## config.mk

```make
export PLATFORM = sky130hd
export DESIGN_NAME = spcp_mul
export DESIGN_NICKNAME = d
export VERILOG_FILES = /design/src/design/spcp_mul.sv
export SDC_FILE = /design/constraint.sdc
export NUM_CORES = 2
export LEC_CHECK = 0
export ABC_AREA = 1
export BUFFER_PORTS_ARGS = -buffer_cell sky130_fd_sc_hd__clkbuf_2
export CAP_MARGIN = 20
export CORE_UTILIZATION = 58
export DETAILED_ROUTE_END_ITERATION = 6
export PLACE_DENSITY = 0.75
export SETUP_SLACK_MARGIN = 0.4
export SYNTH_ARGS = -nofsm -noshare
export SYNTH_HDL_FRONTEND = slang
export SYNTH_SLANG_ARGS = --single-unit
```

## constraint.sdc

```tcl
create_clock -name clk_i -period 9 [get_ports clk_i]
set_input_delay 1.35 -clock clk_i [delete_from_list [all_inputs] [get_ports clk_i]]
set_output_delay 1.35 -clock clk_i [all_outputs]
set_load 0.05 [all_outputs]
```

## src/design/spcp_mul.sv

```systemverilog
// Two-stage signed multiplier built from four half-width partial products.
module spcp_mul #(
  parameter int AW = 33,
  parameter int BW = 33
) (
  input  logic                    clk_i,
  input  logic signed [AW-1:0]    a_i,
  input  logic signed [BW-1:0]    b_i,
  output logic signed [AW+BW-1:0] p_o
);

  localparam int LA = AW / 2;
  localparam int HA = AW - LA;
  localparam int LB = BW / 2;
  localparam int HB = BW - LB;
  localparam int PW = AW + BW;

  logic        [LA-1:0]    a_lo;
  logic signed [HA-1:0]    a_hi;
  logic        [LB-1:0]    b_lo;
  logic signed [HB-1:0]    b_hi;
  logic        [LA+LB-1:0] ll_q;
  logic signed [LA+HB:0]   lh_q;
  logic signed [HA+LB:0]   hl_q;
  logic signed [HA+HB-1:0] hh_q;
  logic signed [PW-1:0]    p_d;
  logic signed [PW-1:0]    p_q;

  assign a_lo = a_i[LA-1:0];
  assign a_hi = a_i[AW-1:LA];
  assign b_lo = b_i[LB-1:0];
  assign b_hi = b_i[BW-1:LB];

  // Form partial products
  always_ff @(posedge clk_i) begin
    ll_q <= a_lo * b_lo;
    lh_q <= $signed({1'b0, a_lo}) * b_hi;
    hl_q <= a_hi * $signed({1'b0, b_lo});
    hh_q <= a_hi * b_hi;
  end

  // Align and sum partial products
  always_comb begin
    p_d = PW'(ll_q) + (PW'(lh_q) << LB) + (PW'(hl_q) << LA) + (PW'(hh_q) << (LA + LB));
  end

  always_ff @(posedge clk_i) begin
    p_q <= p_d;
  end

  assign p_o = p_q;

endmodule

```

# After elaboration in Yosys (flattened, before gate mapping)
# Index checks and enable logic that the tools add are counted.
dict set report word_totals {
  in_bits 67
  word_cells 12
  output_inout_bits 66
  ff_bits 200
}
dict set report classes {
  multipliers 4
  n_addsub 3
}
# op count
set op_table {}
lappend op_table {{multiplier 17 x 17 -> 34 bit} 3}
lappend op_table {{adder 66 bit} 1}
lappend op_table {{adder 51 x 50 -> 52 bit} 1}
lappend op_table {{adder 33 x 50 -> 51 bit} 1}
lappend op_table {{multiplier 16 x 16 -> 32 bit} 1}

# Longest topological paths before layout
dict set report depth {
  ltp_word 3
  mapped_depth 29
  depth_no_buf 29
}

# Least setup slack after synthesis
# OpenSTA, ideal clock, no wires.
dict set report synth_path {
  kind {input-to-reg}
  start {input a_i[32]}
  end {register hh_q[25]}
  required_time_ps 8928
  cell_stages 20
  setup_ps 72
  setup_slack_ps 2392
  path_buffers 2
  arrival_time_ps 6537
  cell_sequence {clkbuf_1 clkbuf_1 nand2_1 inv_1 fa_1 fa_1 fa_1 fa_1 fa_1 inv_1 fa_1 inv_1 ha_1 nand2_1 nor2_1 inv_1 nor2_1 nand3_1 o211ai_1 xor2_1}
}
dict set report synth_via {
  elab_chain_len 1
}
# item line
set synth_rtl {}
lappend synth_rtl {{start: declaration} 7} ;# input logic signed [AW-1:0] a_i,
lappend synth_rtl {{multiplier 17 x 17 -> 34 bit} 39} ;# hh_q <= a_hi * b_hi;
lappend synth_rtl {{end signal: assignment} 39}
lappend synth_rtl {{end: declaration} 25} ;# logic signed [HA+HB-1:0] hh_q;
# No other way between the ends.

# Worst setup path in the final report
dict set report layout_path {
  start {input b_i[5]}
  end {register hl_q[27]}
}
dict set report layout_via {
  elab_chain_len 1
}
# item line
set layout_rtl {}
lappend layout_rtl {{start: declaration} 8} ;# input logic signed [BW-1:0] b_i,
lappend layout_rtl {{multiplier 17 x 17 -> 34 bit} 38} ;# hl_q <= a_hi * $signed({1'b0, b_lo});
lappend layout_rtl {{end signal: assignment} 38}
lappend layout_rtl {{end: declaration} 24} ;# logic signed [HA+LB:0] hl_q;
# No other way between the ends.

==> impl_metrics.json <==
{
  "antenna_found_initial": 7,
  "drt_iter0_markers": 3277,
  "maxSlewViolCount": 0,
  "ys.flop_type": "dfxtp_1",
  "setup_tns_ns": 0,
  "ys_seq_area_share_pct": 8.04,
  "design_area_mm2": 0.0518,
  "dr.pass1.iters": 5,
  "cts_buffers": 17,
  "clk_pin_slew_worst_paths_ns": 0.08,
  "initial_core_util_pct": 58.5,
  "synth_edf_count": 0,
  "root_buffer": "clkbuf_16",
  "syn_area_mm2": 0.0498,
  "dieHeight_um": 295,
  "fmax_mhz": 143,
  "h-tree-depth": 4,
  "fin_nets": 7839,
  "ys_top_cells_by_area": "fa_1 (40%), inv_1 (14%), ha_1 (12%)",
  "worstHoldStart": "ll_q[0]",
  "clkSinkCount": 200,
  "synth_cells": 6361,
  "portBuffers": 132,
  "start_kind": "input pin",
  "via_per_inst": 5.31,
  "avgSynthCellArea_um2": 7.83,
  "drive_above_1_share_pct": 4.00,
  "yosys.area.top_type": "fa_1",
  "placed_area_mm2": 0.0512,
  "gp_congestion": 0.986,
  "synthArstFlopShare_pct": 0,
  "r2r_start": "ll_q[16]",
  "rrSetupSlack_ns": 4.21,
  "worst_pin_slew_ns": 1.11,
  "vias": 39500,
  "io_pins": 133,
  "routed_wl_um": 136000,
  "yosys.area.top_type_share_pct": 40.0,
  "post_cts_buffers": 0,
  "core-area_mm2": 0.0851,
  "grt_pass1_vias": 41600,
  "drc": 0,
  "criticalPathCategory": "input pin to flip-flop",
  "rows": 107,
  "fin_skew_ns": 0.0188,
  "clock_latency_ns": 0.51,
  "final_hold_viol_count": 0,
  "startpoint": "b_i[5]",
  "crit_path_end_kind": "flip-flop",
  "cp.required_ns": 9.37,
  "cts_tree": "built",
  "cap_violations": 0,
  "grt_overflow_total": 0,
  "slew_headroom_pct": 26.2,
  "ys_warn_count": 0,
  "period_share_pct": 77.8,
  "syn-num-nets": 7913,
  "dieArea_mm2": 0.0870,
  "synth.distinct_cells": 46,
  "hp-class": "flip-flop to flip-flop",
  "cts_buffer_depth": 2,
  "finalSetupViolations": 0,
  "cp_max_fo": 33,
  "rsz0062_at_grt": "no",
  "grt_pass1_wl_um": 220000,
  "synth_seq_cells": 200,
  "grt_usage_pct": 32.8,
  "hold_buffers": 0,
  "crit_arrival_ns": 7.37,
  "place_hpwl_um": 112000,
  "antenna_left": 0,
  "area_delta_synth_final_pct": 4.07,
  "fp.dieW_um": 295,
  "wl_per_cell_um": 18.2,
  "status": "completed",
  "final.min_clock_period_ns": 7.00,
  "cts_resized": 0,
  "grt_max_degree": 34
}
-- registers in the layout, summed over array words and instances, names as in the netlist --
signal  flops
hl_q       34
lh_q       34
ll_q       32
p_o        66
hh_q       34
-- logic make-up after synthesis --
| kind of cell | after synthesis | share of synthesized area, % |
|---|---|---|
| buffers and inverters | 2094 | 15.8 |
| XOR/XNOR | 182 | 3.20 |
| adder cells (fa/ha/maj) | 1485 | 52.3 |
| AND/OR/NAND/NOR | 1980 | 15.7 |
| flip-flops | 200 | 8.04 |
| AO/OA/AOI/OAI | 420 | 4.91 |
-- per-layer routing --
metal | GRT usage [%] | wire (µm) | up-vias
met4 | 10.1 | 3840 | 10
met3 | 5.83 | 13400 | 278
met2 | 53.4 | 62200 | 1762
li1 | - | - | 18100
met5 | 0 | 64 | -
met1 | 44.5 | 56100 | 19400
-- path summary, 6_finish.rpt --
path,to,cells after the start
min reg2reg,p_o[0],0
min,p_o[0],0
max,hl_q[27],18
max reg2reg,p_o[51],23
-- cells in the mapped netlist, types with 7 or more instances --
cell,instances
inv_1,1829
nand2_1,1555
fa_1,996
ha_1,489
clkbuf_1,261
nor2_1,223
dfxtp_1,200
a21oi_1,196
xor2_1,121
nand3_1,101
o21ai_0,90
xnor2_1,61
nand4_1,34
nor3_1,28
o21bai_1,25
a21o_1,23
a31oi_1,16
or2_2,13
o21ai_2,11
o21ai_1,10
o211ai_1,7
-- worst max-delay path, cell delays in order --
cell      delay (ns)
clkbuf_2        0.74
nand2_1         0.31
fa_1            0.61
inv_1           0.07
fa_1            0.79
fa_1            0.54
fa_1            0.52
fa_1            0.49
inv_1           0.05
fa_1            0.47
inv_1           0.04
ha_1            0.34
nand2_1         0.10
nand2_1         0.07
a31oi_1         0.24
a21boi_0        0.31
nand3_1         0.13
xor2_1          0.16
-- cell usage in the layout (no fill, tap or decap), drive strengths merged, types with 103 or more instances in the layout --
cell type	Yosys	final
o21ai	111	111
xor2	121	121
nand2	1561	1561
dfxtp	200	200
inv	1830	1834
fa	996	996
a21oi	200	200
clkbuf	261	149
ha	489	489
nor2	225	225
nand3	103	103
-- stage by stage --
stage	worst slack, ns	util [%]	hold WS (ns)	instances
5_1_grt	1.72	60.8	0.334	7444
4_1_cts	2.06	60.8	0.332	7444
3_3_place_gp	1.60	60.1	0.312	7412
3_5_place_dp	1.53	60.1	0.312	7412
2_1_floorplan	2.39	-	0.310	6361
6_report	2.00	60.9	0.330	7448
-- final cells by class --
type / count / area [µm²]
Antenna cell: 4 / 10.0
Clock buffer: 17 / 425
Clock inverter: 15 / 206
Fill cell: 7567 / 33300
Inverter: 1830 / 6870
Multi-Input combinational cell: 4067 / 37900
Sequential cell: 200 / 4000
Tap cell: 1144 / 1430
Timing Repair Buffer: 171 / 953
Power is not shown: default switching activity piles up to over one toggle a cycle in this logic, so the estimate is an artifact.
