### config.mk
export PLATFORM = sky130hd
export DESIGN_NAME = spcp_div
export DESIGN_NICKNAME = d
export VERILOG_FILES = /design/src/design/spcp_div.sv
export SDC_FILE = /design/constraint.sdc
export NUM_CORES = 2
export LEC_CHECK = 0
export BUFFER_PORTS_ARGS = -buffer_cell sky130_fd_sc_hd__buf_2
export CORE_ASPECT_RATIO = 0.8
export CORE_MARGIN = 2
export CORE_UTILIZATION = 60
export CTS_CLUSTER_SIZE = 28
export DETAILED_ROUTE_END_ITERATION = 7
export PLACE_DENSITY = 0.76
export REMOVE_ABC_BUFFERS = 1
export SETUP_SLACK_MARGIN = 0.02
export SLEW_MARGIN = 20
export SYNTH_ARGS = -nofsm -noshare
export SYNTH_HDL_FRONTEND = slang
export SYNTH_SLANG_ARGS = --single-unit
### constraint.sdc
create_clock -name clk_i -period 10.9 [get_ports clk_i]
set_input_delay 2.18 -clock clk_i [delete_from_list [all_inputs] [get_ports clk_i]]
set_output_delay 2.18 -clock clk_i [all_outputs]
set_load 0.05 [all_outputs]
### src/design/spcp_div.sv
// Pipelined restoring ratio divider: num/den clamped to 0..1 in Q1.FB.
module spcp_div #(
  parameter int NW = 70,
  parameter int FB = 16
) (
  input  logic                 clk_i,
  input  logic signed [NW-1:0] num_i,
  input  logic        [NW-1:0] den_i,
  output logic        [FB:0]   q_o
);

  logic [NW-1:0] rem_q [FB+1];
  logic [NW-1:0] den_q [FB+1];
  logic [FB-1:0] quo_q [FB+1];
  logic          pos_q [FB+1];
  logic          ge_q  [FB+1];

  // Classify the numerator: not positive, at least den, or a true fraction
  always_ff @(posedge clk_i) begin
    rem_q[0] <= $unsigned(num_i);
    den_q[0] <= den_i;
    quo_q[0] <= '0;
    pos_q[0] <= !num_i[NW-1] && (num_i != '0);
    ge_q[0]  <= $unsigned(num_i) >= den_i;
  end

  // One quotient bit per stage
  for (genvar k = 1; k <= FB; k++) begin : g_step
    logic [NW:0] sh;
    logic [NW:0] dif;
    logic        take;

    always_comb begin
      sh   = {rem_q[k-1], 1'b0};
      dif  = sh - {1'b0, den_q[k-1]};
      take = !dif[NW];
    end

    always_ff @(posedge clk_i) begin
      rem_q[k] <= take ? dif[NW-1:0] : sh[NW-1:0];
      quo_q[k] <= {quo_q[k-1][FB-2:0], take};
      den_q[k] <= den_q[k-1];
      pos_q[k] <= pos_q[k-1];
      ge_q[k]  <= ge_q[k-1];
    end
  end

  // Clamp to zero or one, or pass the fractional quotient
  always_comb begin
    if (!pos_q[FB]) begin
      q_o = '0;
    end else if (ge_q[FB]) begin
      q_o = {1'b1, {FB{1'b0}}};
    end else begin
      q_o = {1'b0, quo_q[FB]};
    end
  end

endmodule

* Yosys cells after proc, flatten, opt, wreduce, memory -nomap -nowiden
Memory sizes are Yosys's and may differ from the RTL's.
Index checks and enable logic that the tools add are counted.
** Operators by class
- Add/sub/neg operators :: 16
- $lt $le $gt $ge :: 1
- Mux-type cells :: 18
- Reductions and logical operators :: 19
** Operators by type and width (count)
- $sub 71x70->71 :: 16
- $mux 70 :: 16
- $ge 70x70->1 :: 1
- $reduce_bool 70->1 :: 1
- $mux 17 :: 2
- $logic_not 1->1 :: 17
- $logic_and 1x1->1 :: 1
** Storage, ports and cells
- Bits in registers :: 0
- Bits in writable memories :: 2686
- Input bits :: 141
- Output and inout port bits :: 17
- Word-level logic and storage cells :: 59
- Memories :: 5
** Memories
- den_q :: depth 17, width 70, read ports 16, clocked after memory_dff 0, write ports 17, line 13 : logic [NW-1:0] den_q [FB+1];
- rem_q :: depth 17, width 70, read ports 16, clocked after memory_dff 0, write ports 17, line 12 : logic [NW-1:0] rem_q [FB+1];
- quo_q :: depth 17, width 16, read ports 17, clocked after memory_dff 0, write ports 17, line 14 : logic [FB-1:0] quo_q [FB+1];
- ge_q :: depth 17, width 1, read ports 17, clocked after memory_dff 0, write ports 17, line 16 : logic ge_q [FB+1];
- pos_q :: depth 17, width 1, read ports 17, clocked after memory_dff 0, write ports 17, line 15 : logic pos_q [FB+1];

* Logic depth before layout (Yosys ltp)
An unclocked memory read counts as a cell.
- Depth in word-level cells :: 3
- Mapped depth :: 18
- Mapped depth without buffers :: 14

* Worst setup path before layout
Ideal clock, no wire load.
- Path kind :: register to register
- Start point :: mem rem_q[5][0] (netlist: rem_q[0][350])
- End point :: mem rem_q[6][12] (netlist: rem_q[0][432])
- Library setup time :: 0.121 ns
- Data arrival time :: 3.898 ns
- Data required time :: 10.779 ns
- Setup slack :: 6.881 ns
- Stages on the path, launching flop included :: 16
- Path buffers :: 1
- Period minus slack after synthesis :: 4.019 ns
- Cells stage by stage :: dfxtp_1 > inv_1 > fa_1 > nand2b_1 > a21oi_1 > a2111oi_0 > or4b_1 > a211o_1 > o21a_1 > o41ai_2 > a211oi_1 > o21ai_1 > a21oi_1 > xnor2_4 > buf_6 > mux2_2
** RTL lines (line)
- start: declaration :: 12

==> impl_metrics.ini <==
[outcome]
status = completed

[power]
p_leak_nw = 64.6
power_density_nw_per_um2 = 349
ir_drop_uv = 597

[logic_synthesis]
synthTopCellsByArea = dfxtp_1, ha_1, a21oi_1, mux2_2, o21ai_0
synth_top_area_share = 0.379
async_reset_ff_frac = 0
synth_edf_count = 0
synthTopCellsByCount = dfxtp_1, inv_1, nand2_1, a21oi_1, ha_1
synth.most_common_cell = dfxtp_1
synth_flop_cell = dfxtp_1
syn_area_per_cell_um2 = 8.72
yosys.area.top_type = dfxtp_1
ys_seq_area_frac = 0.379
yosysUniqueCellTypes = 90
ys_ff_latch = 2410
syn_inst = 14600
ys_warn_count = 0
netlist_area_um2 = 127000

[die]
ios = 158
rows = 151
die_height_um = 416
dieArea_um2 = 216000
core_region_area_um2 = 211000
die_w_um = 519
start_util = 0.602

[timing]
layout_setup_ws_ps = 5010
drv_slew = 0
hold_ws_ps = 320
fin_crit_ps = 5890
period_share = 0.540
tightest_slew_ps = 1250
tns_ps = 0
hold_violations = 0
finalSetupViolCount = 0
rsz0062_at_grt = no
max_slew_margin = 0.146
max_freq_mhz = 170
skew_ps = 44.0

[clocking]
clk_latency_ps = 880
cts_resized = 0
hold_buffers = 0
cts_setup_buffers = 0
cts_tree = built
cts_root_buffer = clkbuf_16
htree_levels = 4
cts_buffers = 229
clock-sinks = 2410
clockBufferDepth = 3
clk_pin_slew_ps = 60

[worst_hold_path]
worstHoldStart = quo_q[15][9]$_DFF_P_
hold_path.class = flip-flop to flip-flop
holdPathEnd = quo_q[16][10]$_DFF_P_
hold_depth = 0

[routing]
wire_per_inst_um = 16.9
dr.pass1.iters = 6
viasPerCell = 5.66
num_vias = 99100
ant_nets = 0
route.detailed.drc = 0
first_iter_violations = 6545
wl_mm = 296

[global_routing]
grt_overflow = 0
grt_pass1_vias = 95800
grt_use_total = 0.265
grt_max_degree = 129
grt_pass1_wl_mm = 480
antenna_found_initial = 1

[setup_path]
critical_path_class = flip-flop to flip-flop
rr_startpoint = rem_q[0][980]$_SDFF_PP0_
r2r_cells = 15
r2r_slack_ps = 5010
arrival_ps = 6630
cp.required_ps = 11650
critPathCaptureType = flip-flop
crit_fanout = 56
crit_path_start_kind = flip-flop
regToRegEndpoint = rem_q[0][1053]$_DFF_P_

[placement]
port_buffers = 157
place_hpwl_mm = 233
place_ws_ps = 5120
gp_congestion = 0.947

[flow_run]
maxCapViolCount = 0

[final_layout]
syn_to_final_growth_pct = 8.41
final_nets = 15800
drive_gt1_frac = 0.0850
antennaDiodeCount = 0
-- logic make-up after synthesis --
group,after synthesis,share of synthesized area
AOI/OAI and AO/OA,4159,0.201
muxes,576,0.0507
and+or+nand+nor,3281,0.122
xor gates and xnor gates,991,0.0686
DFF,2410,0.379
buffers and inverters,1996,0.0603
adders and majority gates,1189,0.118
-- area by class of cell --
type,count,area (um^2)
Tap cell,2830,3540
Multi-Input combinational cell,10200,71600
Clock inverter,129,1730
Sequential cell,2410,48200
Inverter,1442,5410
Fill cell,17900,73400
Timing Repair Buffer,191,1050
Clock buffer,305,6490
-- flip-flops by register name (all words and copies together) (netlist names) --
name	count
ge_q	17
pos_q	17
quo_q	136
rem_q	1120
den_q	1120
-- worst max path at each step --
stage	startpoint	endpoint	depth (start not counted)
after floorplan	rem_q[0][280]$_SDFF_PP0_	rem_q[0][358]$_DFF_P_	14
after global placement	rem_q[0][700]$_SDFF_PP0_	rem_q[0][775]$_DFF_P_	15
after detailed placement	rem_q[0][700]$_SDFF_PP0_	rem_q[0][780]$_DFF_P_	15
after CTS	rem_q[0][700]$_SDFF_PP0_	rem_q[0][793]$_DFF_P_	15
after global routing	rem_q[0][700]$_SDFF_PP0_	rem_q[0][793]$_DFF_P_	15
final	rem_q[0][980]$_SDFF_PP0_	rem_q[0][1053]$_DFF_P_	15
-- per-stage QoR --
step                 util  power (mW)  cell area, um^2  instances
finish              0.653        48.2           138000      17500
global route        0.653        52.0           138000      17500
CTS                 0.653        48.2           138000      17500
detailed placement  0.614        39.5           130000      17100
global placement    0.614        39.2           130000      17100
floorplan               -        34.0           125000      14000
-- where the power goes --
part           internal [mW]  leakage (nW)  switching [mW]
Clock                   4.99          4.02            3.45
Combinational           11.7          40.2            14.8
Sequential              11.7          20.3            1.62
Total                   28.4          64.6            19.9
-- metal layers --
| layer | track usage | up-vias | wire, um |
|---|---|---|---|
| met4 | 0.103 | 0 | 11900 |
| met1 | 0.349 | 45100 | 137000 |
| li1 | - | 50700 | - |
| met3 | 0.0293 | 661 | 12300 |
| met2 | 0.446 | 2587 | 134000 |
| met5 | 0 | - | 0 |
-- placed cells by master, fill, tap and decap left out, drive strengths merged, types with 29 or more instances in the layout --
| master | instances |
|---|---|
| mux2 | 557 |
| nand2 | 1312 |
| or2 | 36 |
| bufinv | 33 |
| nor3 | 140 |
| nand3 | 196 |
| or3 | 45 |
| o21ai | 1122 |
| xor2 | 411 |
| nand4 | 321 |
| a211o | 30 |
| and2 | 94 |
| and3 | 94 |
| a31oi | 132 |
| inv | 1456 |
| o211ai | 62 |
| buf | 191 |
| a221oi | 39 |
| a211oi | 80 |
| a21o | 632 |
| a21boi | 34 |
| ha | 1174 |
| o21a | 115 |
| dfxtp | 2410 |
| o31ai | 79 |
| clkinv | 63 |
| o31a | 29 |
| nor2 | 586 |
| nor2b | 139 |
| xnor2 | 580 |
| o21bai | 217 |
| a21oi | 1296 |
| nor4 | 57 |
| nand2b | 156 |
| clkbuf | 305 |
-- worst max-delay path: stages (launching register included) --
cell and delay [ps]:
dfxtp_1 330, inv_1 70, fa_1 450, nand2b_1 180
a21o_1 180, a31oi_1 320, nor3_1 150, o21ai_1 480
a21boi_1 270, o31ai_1 550, a221o_1 340, nand2_1 110
o31ai_1 540, xor2_4 520, buf_4 720, mux2_2 430
Power figures use the tool's default switching activity.
